**src/design/cgsm_ram.sv**
```systemverilog
// Single-port-write, single-port-read memory with registered read data.
module cgsm_ram #(
  parameter int unsigned Width = 16,
  parameter int unsigned Depth = 64,
  localparam int unsigned AddrW = (Depth > 1) ? $clog2(Depth) : 1
) (
  input  logic             clk_i,
  input  logic             we_i,
  input  logic [AddrW-1:0] waddr_i,
  input  logic [Width-1:0] wdata_i,
  input  logic             re_i,
  input  logic [AddrW-1:0] raddr_i,
  output logic [Width-1:0] rdata_o
);

  logic [Width-1:0] mem [Depth];
  logic [Width-1:0] rdata_q;

  always_ff @(posedge clk_i) begin
    if (we_i) begin
      mem[waddr_i] <= wdata_i;
    end
  end

  always_ff @(posedge clk_i) begin
    if (re_i) begin
      rdata_q <= mem[raddr_i];
    end
  end

  assign rdata_o = rdata_q;

endmodule

```
**config.mk**
```make
export PLATFORM = sky130hd
export DESIGN_NAME = cgsm_ram
export DESIGN_NICKNAME = d
export VERILOG_FILES = /design/src/design/cgsm_ram.sv
export SDC_FILE = /design/constraint.sdc
export NUM_CORES = 1
export LEC_CHECK = 0
export BUFFER_PORTS_ARGS = -buffer_cell sky130_fd_sc_hd__buf_2
export CORE_MARGIN = 3
export CORE_UTILIZATION = 50
export CTS_CLUSTER_SIZE = 24
export DETAILED_ROUTE_END_ITERATION = 12
export PLACE_DENSITY = 0.65
export SKIP_CTS_REPAIR_TIMING = 1
export SYNTH_ARGS = -nofsm -noshare
export SYNTH_HDL_FRONTEND = slang
export SYNTH_SLANG_ARGS = --single-unit
```
**constraint.sdc**
```tcl
create_clock -name clk_i -period 2.52 [get_ports clk_i]
set_input_delay 0.252 -clock clk_i [delete_from_list [all_inputs] [get_ports clk_i]]
set_output_delay 0.252 -clock clk_i [all_outputs]
set_load 0.02 [all_outputs]
```
==> metrics.yaml <==
hp-start: "wdata_i[11]"
fin_crit_sh_pct: 82.87
yosys_most_used_dff: "edfxtp_1"
async_flop_share_pct: 0
firstDrtPassIters: 5
yosysTopAreaCell: "edfxtp_1"
overflow: 0
r2r-end: "rdata_o[14]"
ios: 47
worstSetupEndpointType: "flip-flop"
grt_usage_pct: 23.35
htreeDepth: 3
reg2regPathDepth: 5
syn_to_final_growth_pct: 14.82
syn-cell-area_um2: 40200
powerDensity_nw_per_um2: 767.2
fin_setup_tns_ns: 0
fmax_mhz: 478.9
insertion_delay_ns: 0.66
die_area_um2: 83840
wl_met2_um: 46010
fin_nets: 2131
synth_cells: 1829
place.gp.congestion: 0.8378
syn-num-nets: 1860
drtIter0Drc: 2024
rows: 103
p_sw_mw: 7.427
clkPwrFrac_pct: 40.1
route.detailed.drc: 0
dpl.cell_count: 3044
ys_seq_area_share_pct: 77.68
highest_layer: "met5"
path_delay_family: "multiplexers"
drive_gt1_share_pct: 30.06
endpoint: "rdata_o[14]"
hold_violations: 0
finalSetupViolCount: 0
antenna_found_initial: 12
ys_ff_latch: 1040
fillCellCount: 5693
cp.depth: 5
core_area_um2: 79260
hold_ws_ns: 0.02928
wl_per_cell_um: 29.44
fin_cells: 3239
cts-root-buf: "clkbuf_16"
switching_share_pct: 20.97
power.internal_mw: 27.99
synth_edf_count: 1040
seqPwrFrac_pct: 54.3
met3WireLength_um: 8227
numCtsBuffers: 103
irDropWorstVdd_mv: 0.5756
slowest_stage: "mux4_2"
worstPathCellList: "mux4_2 -> mux2_2 -> nand2_1 -> nand4_1 -> and4_1"
crit_arrival_ns: 2.50
clkTransAtPathRegs_ns: 0.06
power_frac_comb_pct: 5.6
slew_viol_final: 0
holdCritPathClass: "primary input to flip-flop"
clock_sinks: 1040
wl_met1_um: 37820
finalPower_mw: 35.41
drv_cap: 0
io_buffers: 46
die_w_um: 289.6
post-route-min-period_ns: 2.088
slew-limit-headroom_pct: 28.68
drtAntennaViolNets: 0
grt_pass1_wl_um: 140000
cts_tree: "built"
via_per_inst: 6.094
start_util_pct: 50.72
synth_top_area_share_pct: 77.68
tightestPinTransition_ns: 1.070
hpwl_um: 60330
cp_max_fo: 1
grt_pass1_vias: 20154
totalWireLength_um: 95340
regToRegStartpoint: "mem[22][14]"
cpPeakStageDelay_ns: 0.47
synth_warnings: 0
path_buf_inv: 0
fin_skew_ns: 0.03316
crit_type: "flip-flop to flip-flop"
rsz0062_at_grt: "no"
fin_util_pct: 58.24
avgSynthCellArea_um2: 21.98
synth_area_leaders: "edfxtp_1, mux4_2, mux2i_1"
r2r_slack_ns: 0.43
leakage_nw: 14.90
grt_start_max_net_pins: 65
die_y_um: 289.6
yosysUniqueCellTypes: 42
clockBufferDepth: 3
vias: 19737
cp-start-kind: "flip-flop"
required_ns: 2.93
status: "finished clean"
startpoint: "mem[22][14]"
[area by class of cell]
| class | instances | area (µm²) | area share [%] |
|---|---|---|---|
| clock buffers | 128 | 2671 | 5.787 |
| repair buffers | 270 | 2240 | 4.852 |
| flip-flops and latches | 1040 | 31230 | 67.66 |
| multi-input cells | 685 | 8249 | 17.87 |
| well taps | 1050 | 1314 | 2.846 |
| clock inverters | 56 | 431.7 | 0.9351 |
| diodes | 10 | 25.02 | 0.05421 |
[how the worst min path moves through the flow]
stage               slack [ns]     endpoint  cells past startpoint
finish                    0.03  mem[21][11]                      1
global route              0.02  mem[21][11]                      1
CTS                      -0.12   mem[52][7]                      1
detailed placement        0.56   mem[52][7]                      1
global placement          0.57   mem[52][7]                      1
floorplan                 0.35    mem[0][0]                      0
[flip-flops by register name, indices dropped and copies added, names as in the netlist]
name	count
mem	1024
rdata_o	16
[placed cells by master, fill, tap and decap left out, types with 3 or more instances in the layout]
cell type,instances
a221o_1,6
inv_6,5
mux4_2,220
a221oi_1,16
bufinv_16,5
nand2_1,59
clkbuf_1,25
a22o_1,6
diode_2,10
and4_1,5
buf_2,43
nor2_1,72
a31oi_1,8
a22oi_1,39
a211o_1,8
mux2_2,27
buf_4,199
clkbuf_16,103
a211oi_1,8
a21oi_1,17
mux4_1,4
a311oi_1,8
nand3_1,24
o21ai_1,3
buf_12,24
nor4_2,3
nand2b_1,3
nand4_1,12
o21ai_0,5
nor2b_1,30
mux2i_1,85
clkinv_1,29
a41oi_1,5
edfxtp_1,1040
clkinv_2,14
[power groups by stage]
| stage | clock, mW | combinational [mW] | sequential (mW) |
|---|---|---|---|
| floorplan | 0 | 0.992 | 19.6 |
| global placement | 0 | 1.94 | 19.6 |
| detailed placement | 0 | 1.98 | 19.6 |
| CTS | 14.5 | 1.98 | 19.2 |
| global route | 15.1 | 2.09 | 19.2 |
| finish | 14.2 | 1.97 | 19.2 |
[worst register-to-register path, stage by stage (launching register included)]
cell and delay (ns):
edfxtp_1 0.38, mux4_2 0.47, mux2_2 0.29, nand2_1 0.07
nand4_1 0.30, and4_1 0.33
[through the flow]
step           instance area [µm²]  setup WS (ns)
2_1_floorplan                40200         0.2332
3_3_place_gp                 43020       -0.02530
3_5_place_dp                 43020       -0.07568
4_1_cts                      46130         0.4366
5_1_grt                      46150         0.3601
6_report                     46160         0.4317
[cells by family after synthesis]
group,synth area share [%]
DFF,77.68
muxes,15.46
and+or+nand+nor,2.636
AOI/OAI and AO/OA,2.400
buffers and inverters,1.824
[synthesized netlist by cell type, types with 8 or more instances]
master       n
edfxtp_1  1040
mux4_2     220
mux2i_1     85
nor2_1      72
nand2_1     59
a22oi_1     39
buf_2       36
nor2b_1     30
mux2_2      27
clkbuf_1    24
nand3_1     24
a21oi_1     17
buf_6       17
a221oi_1    16
buf_4       13
nand4_1     12
a211o_1      8
a211oi_1     8
a311oi_1     8
a31oi_1      8
[layer usage]
| layer | up-vias | track usage, % |
|---|---|---|
| met5 | - | 1.512 |
| met4 | 4 | 7.836 |
| met3 | 157 | 6.078 |
| met2 | 860 | 36.33 |
| met1 | 10463 | 32.49 |
| li1 | 8253 | - |
(Power assumes the default switching activity.)
