### src/design/cgsm_pkg.sv
// Shared constants and types for the character-to-glyph segment mapper.
package cgsm_pkg;

  localparam int unsigned CodeW      = 32;
  localparam int unsigned WordW      = 16;
  localparam int unsigned OpW        = 2;
  localparam int unsigned IndexW     = 10;
  localparam int unsigned CntW       = 7;
  localparam int unsigned CfgIndexW  = 1;
  localparam int unsigned CfgDataW   = 7;
  localparam int unsigned MaxSegDef  = 64;
  localparam int unsigned RangeWdDef = 1024;
  // range address: segment + half offset + code offset, kept without overflow
  localparam int unsigned RAddrW     = CodeW + 2;

  localparam logic [OpW-1:0] OP_LOAD_SEG   = 2'd0;
  localparam logic [OpW-1:0] OP_LOAD_RANGE = 2'd1;
  localparam logic [OpW-1:0] OP_LOOKUP     = 2'd2;

  localparam logic [CfgIndexW-1:0] CFG_FORMAT    = 1'd0;
  localparam logic [CfgIndexW-1:0] CFG_SEG_COUNT = 1'd1;

  localparam logic FMT_SEQ_GROUPS = 1'b1;

  typedef struct packed {
    logic [CodeW-1:0] start_code;
    logic [CodeW-1:0] end_code;
    logic [CodeW-1:0] glyph_delta;
  } seg_t;

endpackage

### src/design/cgsm_match.sv
// Segment coverage compare: start <= code <= end, inclusive on both sides.
module cgsm_match (
  input  logic [cgsm_pkg::CodeW-1:0] code_i,
  input  cgsm_pkg::seg_t             seg_i,
  output logic                       hit_o
);
  import cgsm_pkg::*;

  logic ge_start;
  logic le_end;

  assign ge_start = (code_i >= seg_i.start_code);
  assign le_end   = (code_i <= seg_i.end_code);
  assign hit_o    = ge_start && le_end;

endmodule

### config.mk
export PLATFORM = sky130hd
export DESIGN_NAME = cgsm_match
export DESIGN_NICKNAME = d
export VERILOG_FILES = /design/src/design/cgsm_pkg.sv /design/src/design/cgsm_match.sv
export SDC_FILE = /design/constraint.sdc
export NUM_CORES = 1
export LEC_CHECK = 0
export ABC_AREA = 0
export BUFFER_PORTS_ARGS = -buffer_cell sky130_fd_sc_hd__buf_2
export CORE_MARGIN = 4
export CORE_UTILIZATION = 45
export DETAILED_ROUTE_END_ITERATION = 7
export GPL_TIMING_DRIVEN = 1
export PLACE_DENSITY = 0.95
export SETUP_SLACK_MARGIN = 0.02
export SYNTH_ARGS = -nofsm -noshare
export SYNTH_HDL_FRONTEND = slang
export SYNTH_SLANG_ARGS = --single-unit
### constraint.sdc
create_clock -name vclk -period 3.15
set_input_delay 0.1575 -clock vclk [all_inputs]
set_output_delay 0.1575 -clock vclk [all_outputs]
set_load 0.02 [all_outputs]
==> results.toml, run 1 <==
[run_status]
outcome = "finished clean"

[timing]
finalHoldWorstSlack_ns = 0.951
worst_slew_pin_slew_ns = 0.409
finalSetupViolCount = 0
slew_violations = 0
rsz0062_at_grt = "false"
finalSetupTns_ns = 0
fin_crit_sh_pct = 67.5
relSlewSlack_pct = 72.0
hold_viol_final = 0
period_needed_ns = 2.13
max_freq_mhz = 470

[layout]
nFillCells = 331
n_antenna_cell = 0
seq_cells = 0
fin_nets = 517
ff_latch_area_um2 = 0
clkbuf_count = 0
stdcell_area_mm2 = 0.00215
drive_above_1_share_pct = 31.3
syn_to_final_growth_pct = 33.9

[floorplan]
coreArea_mm2 = 0.00339
die_width_um = 67.7
dieArea_mm2 = 0.00458
die_h_um = 67.7
start_util_pct = 47.3
pin_count = 129
row_count = 21

[power]
switching_power_uw = 123
ir_drop_v = 0.0000563
leakagePower_uw = 0.00141
power_frac_comb_pct = 100.0
pwr-share-clk_pct = 0
seqPwrFrac_pct = 0
p_per_area_mw_per_mm2 = 115
power_uw = 246
p_int_uw = 123
swShare_pct = 50.0

[synthesis]
synthSimpleGateAreaFrac_pct = 15.9
synthXorXnorAreaFrac_pct = 0
synth_top_family_by_area = "adder cells"
avgSynthCellArea_um2 = 7.10
synth.distinct_cells = 23
syn-num-nets = 418
syn-cell-area_mm2 = 0.00160
yosysTopAreaCellShare_pct = 49.9
synth.area.mux_share_pct = 0
synthTopCellsByCount = "65 x inv_1, 64 x ha_1, 22 x a21oi_1"
synth.most_common_cell = "inv_1"
synth-adder-area-share_pct = 49.9
ys_seq_area_share_pct = 0
synth_compound_area_share_pct = 19.0
synth_top_area_cell = "ha_1"
ys_warn_count = 0
syn_inst = 226
synthTopCellsByArea = "ha_1 50%, inv_1 15%, a21oi_1 6.9%, nand2_1 4.4%, o21ai_0 3.4%"

[setup_path]
crit_arrival_ns = 1.97
worstSetupPathType = "primary input to output port"
crit_top_cell = "buf_2"
critPathRequiredTime_ns = 2.99
cp_top_family = "simple AND/OR/NAND/NOR gates"
max_stage_delay_ns = 0.55
cp-start-kind = "primary input"
crit_buf_inv = 2
cp-end-kind = "output port"
path_cells = "buf_2, ha_1, nand2_1, or4_4, nor3_2, a31oi_1, a311oi_1, buf_2"
path_max_fanout = 2
cpMaxStageDelayCell = "or4_4"

[job]
maxCapViolCount = 0

[placed_design]
hpwl_mm = 3.91
numPortBuffers = 97
place_congestion = 0.767
placed_area_mm2 = 0.00215

[global_routing]
grt_max_degree = 5
grt_use_total_pct = 17.0
gr-total-overflow = 0
grt_pass1_wl_mm = 6.30
antenna_found_initial = 0
grt_pass1_vias = 1646

[route]
wirelength_mm = 3.99
avgRoutedWirePerCell_um = 10.8
drc = 0
drt_iter0_drc = 33
firstDrtPassIters = 4
num_vias = 1847
vias_per_cell = 5.01
postRouteAntennaNets = 0

[cts]
cts_setup_buffers = 0
cts_resized = 0
ctsHoldBuffers = 0

[worst_hold_path]
hold_path_class = "primary input to output port"
-- layer usage --
metal,global-route usage [%],up-vias,wire (um)
met5,0,-,0
met4,1.52,0,41
met3,2.00,4,372
met2,35.4,68,2080
met1,18.3,793,1490
li1,-,982,-
-- area by class of cell --
cell class,count,area (um2),area share [%]
Inverter,65,244,11.4
Multi-Input combinational cell,161,1360,63.3
Timing Repair Buffer,97,485,22.6
Tap cell,46,57.6,2.68
-- cell families after synthesis --
logic type / Yosys count
and+or+nand+nor: 47
AOI/OAI and AO/OA: 50
adders and majority gates: 64
buffers and inverters: 65
-- power groups by stage --
stage / Sequential [uW] / Combinational, uW / Clock, uW
2_1_floorplan: 0 / 144 / 0
3_3_place_gp: 0 / 236 / 0
3_5_place_dp: 0 / 249 / 0
4_1_cts: 0 / 250 / 0
5_1_grt: 0 / 289 / 0
6_report: 0 / 246 / 0
-- cells in the final DEF (no fill, tap or decap), drive strengths merged, types with 5 or more instances in the layout --
cell,Yosys,final
nand3,5,5
inv,65,65
nand2,19,19
a21oi,22,22
o21ai,11,11
nor2,7,7
buf,0,97
ha,64,64
nand4,8,8
-- final timing paths --
kind	startpoint	depth (start not counted)	end	slack, ns
max	code_i[23]	8	hit_o	1.02
min	code_i[15]	6	hit_o	0.95
-- metrics by stage --
step	utilization (%)	std cells	worst slack (ns)
global route	63.3	369	0.789
finish	63.3	369	1.02
floorplan	-	226	1.05
detailed placement	63.3	369	1.01
CTS	63.3	369	1.02
global placement	63.3	369	1.07
Note: power is estimated with default switching activity, not from simulation.
==> inputs of run 2 (changes only) <==
ABC_AREA = 1   (was 0)
CORE_UTILIZATION = 39   (was 45)
PLACE_DENSITY = 0.89   (was 0.95)
clock period = 1.8 ns   (was 3.15 ns; I/O delays follow)
==> run 2 against run 1 <==
  * Die area increased by 19%
  * Non-clock buffer count is the same
  * Global-route usage down 3.0 points
==> results.toml, run 2 <==
[run_status]
outcome = "finished clean"

[power]
p_int_uw = 220
power_frac_comb_pct = 100.0
swShare_pct = 50.8
ir_drop_v = 0.0000796
switching_power_uw = 227
seqPwrFrac_pct = 0
pwr-share-clk_pct = 0
leakagePower_uw = 0.00157
p_per_area_mw_per_mm2 = 199

[layout]
nFillCells = 401
ff_latch_area_um2 = 0
clkbuf_count = 0
n_antenna_cell = 0
final_cell_mix = "97 x buf_2, 78 x inv_1, 69 x nand2_1"
final_common_cell = "buf_2"
seq_cells = 0
syn_to_final_growth_pct = 32.4
multi_input_area_mm2 = 0.00140
fin_nets = 569
drive_above_1_share_pct = 27.2

[placed_design]
hpwl_mm = 3.94
place_congestion = 0.828
numPortBuffers = 97
dpl_worst_slack_ns = 0.323

[synthesis]
synthTopCellsByArea = "ha_1 47%, inv_1 17%, nand2_1 15%, a21oi_1 8.3%, nor2_1 3.3%"
ys_warn_count = 0
yosysTopAreaCellShare_pct = 47.3
syn-num-nets = 470
synth.distinct_cells = 13
synth_top_area_cell = "ha_1"
syn-cell-area_mm2 = 0.00169
synthTopCellsByCount = "78 x inv_1, 69 x nand2_1, 64 x ha_1"
avgSynthCellArea_um2 = 6.09
ys_seq_area_share_pct = 0
synth.most_common_cell = "inv_1"
syn_inst = 278

[setup_path]
crit_arrival_ns = 1.35
path_cells = "buf_2, ha_1, nand2_1, nand3_1, nand2_1, nand2_1, nand2_1, nand2_1, nand2_1, nand2_1, nand2_1, nand2_1, nand2_1, inv_1, buf_2"
max_stage_delay_ns = 0.30
path_max_fanout = 2
crit_top_cell = "nand2_1"
crit_buf_inv = 3
cpMaxStageDelayCell = "ha_1"
cp-start-kind = "primary input"
cp_top_family = "simple AND/OR/NAND/NOR gates"
cp-end-kind = "output port"
worstSetupPathType = "primary input to output port"
critPathRequiredTime_ns = 1.71

[cts]
ctsHoldBuffers = 0
cts_resized = 0
cts_setup_buffers = 0

[floorplan]
pin_count = 129
row_count = 23
die_width_um = 73.9
start_util_pct = 41.4
die_h_um = 73.9
dieArea_mm2 = 0.00546
coreArea_mm2 = 0.00409

[timing]
finalSetupTns_ns = 0
max_freq_mhz = 694
finalSetupViolCount = 0
relSlewSlack_pct = 87.7
setup_ws_ns = 0.358
rsz0062_at_grt = "false"
worst_slew_pin_slew_ns = 0.183
slew_violations = 0
hold_viol_final = 0
fin_crit_sh_pct = 80.1
period_needed_ns = 1.44

[route]
wirelength_mm = 4.03
postRouteAntennaNets = 0
num_vias = 1948
vias_per_cell = 4.58
drc = 0
firstDrtPassIters = 4
avgRoutedWirePerCell_um = 9.48
drt_iter0_drc = 19

[global_routing]
busiest_layer = "met2"
grt_util_met1_pct = 15.1
gr-total-overflow = 0
antenna_found_initial = 0
grt_max_degree = 4
grt_pass1_vias = 1850
grt_use_total_pct = 13.9
grt_pass1_wl_mm = 6.51
grt.met2_usage_pct = 29.7
grtUsageMet3_pct = 0.547

[job]
maxCapViolCount = 0

[worst_hold_path]
hold_path_class = "primary input to output port"
## run 2: cell types whose count changed after synthesis, moves of 5 or more
cell | previous run | this run
nor2_2 | 0 | 5
nor2_1 | 7 | 15
inv_1 | 65 | 78
nand2_1 | 19 | 69
a21oi_1 | 22 | 28
o21ai_0 | 11 | 5
## run 2: layout make-up
cell class	count	share of cell area, %
multi-input cells	200	62.5
repair buffers	97	21.7
inverters	78	13.1
well taps	50	2.79
## run 2: layer usage
metal / share of wire [%] / vias to the layer above
met3: 6.9 / 2
met5: 0 / -
li1: - / 1068
met4: 0.35 / 0
met1: 41 / 821
met2: 52 / 57
## run 2: logic make-up (layout without fill, tap and decap cells)
family / count (synthesis) / in the layout / share of synthesized area [%]
compound gates: 38 / 38 / 12.0
fa+ha+maj: 64 / 64 / 47.3
simple gates: 98 / 98 / 23.4
buf+inv: 78 / 175 / 17.3
## run 2: per-stage QoR
stage               power, uW  cell area, um2  hold WS (ns)  util (%)  instances
floorplan                 271            1690         0.671         -        278
global placement          429            2240         0.895      54.8        425
finish                    447            2240         0.891      54.8        425
global route              534            2240         0.964      54.8        425
detailed placement        453            2240         0.908      54.8        425
CTS                       456            2240         0.908      54.8        425
## run 2: path summary, 6_finish.rpt
check	start	end	slack [ns]	cells past startpoint
setup / recovery	code_i[1]	hit_o	0.36	15
hold / removal	code_i[23]	hit_o	0.89	9
## run 2: power by group through the flow
stage	logic, uW	clock network, uW	registers [uW]
2_1_floorplan	271	0	0
3_3_place_gp	429	0	0
3_5_place_dp	453	0	0
4_1_cts	456	0	0
5_1_grt	534	0	0
6_report	447	0	0
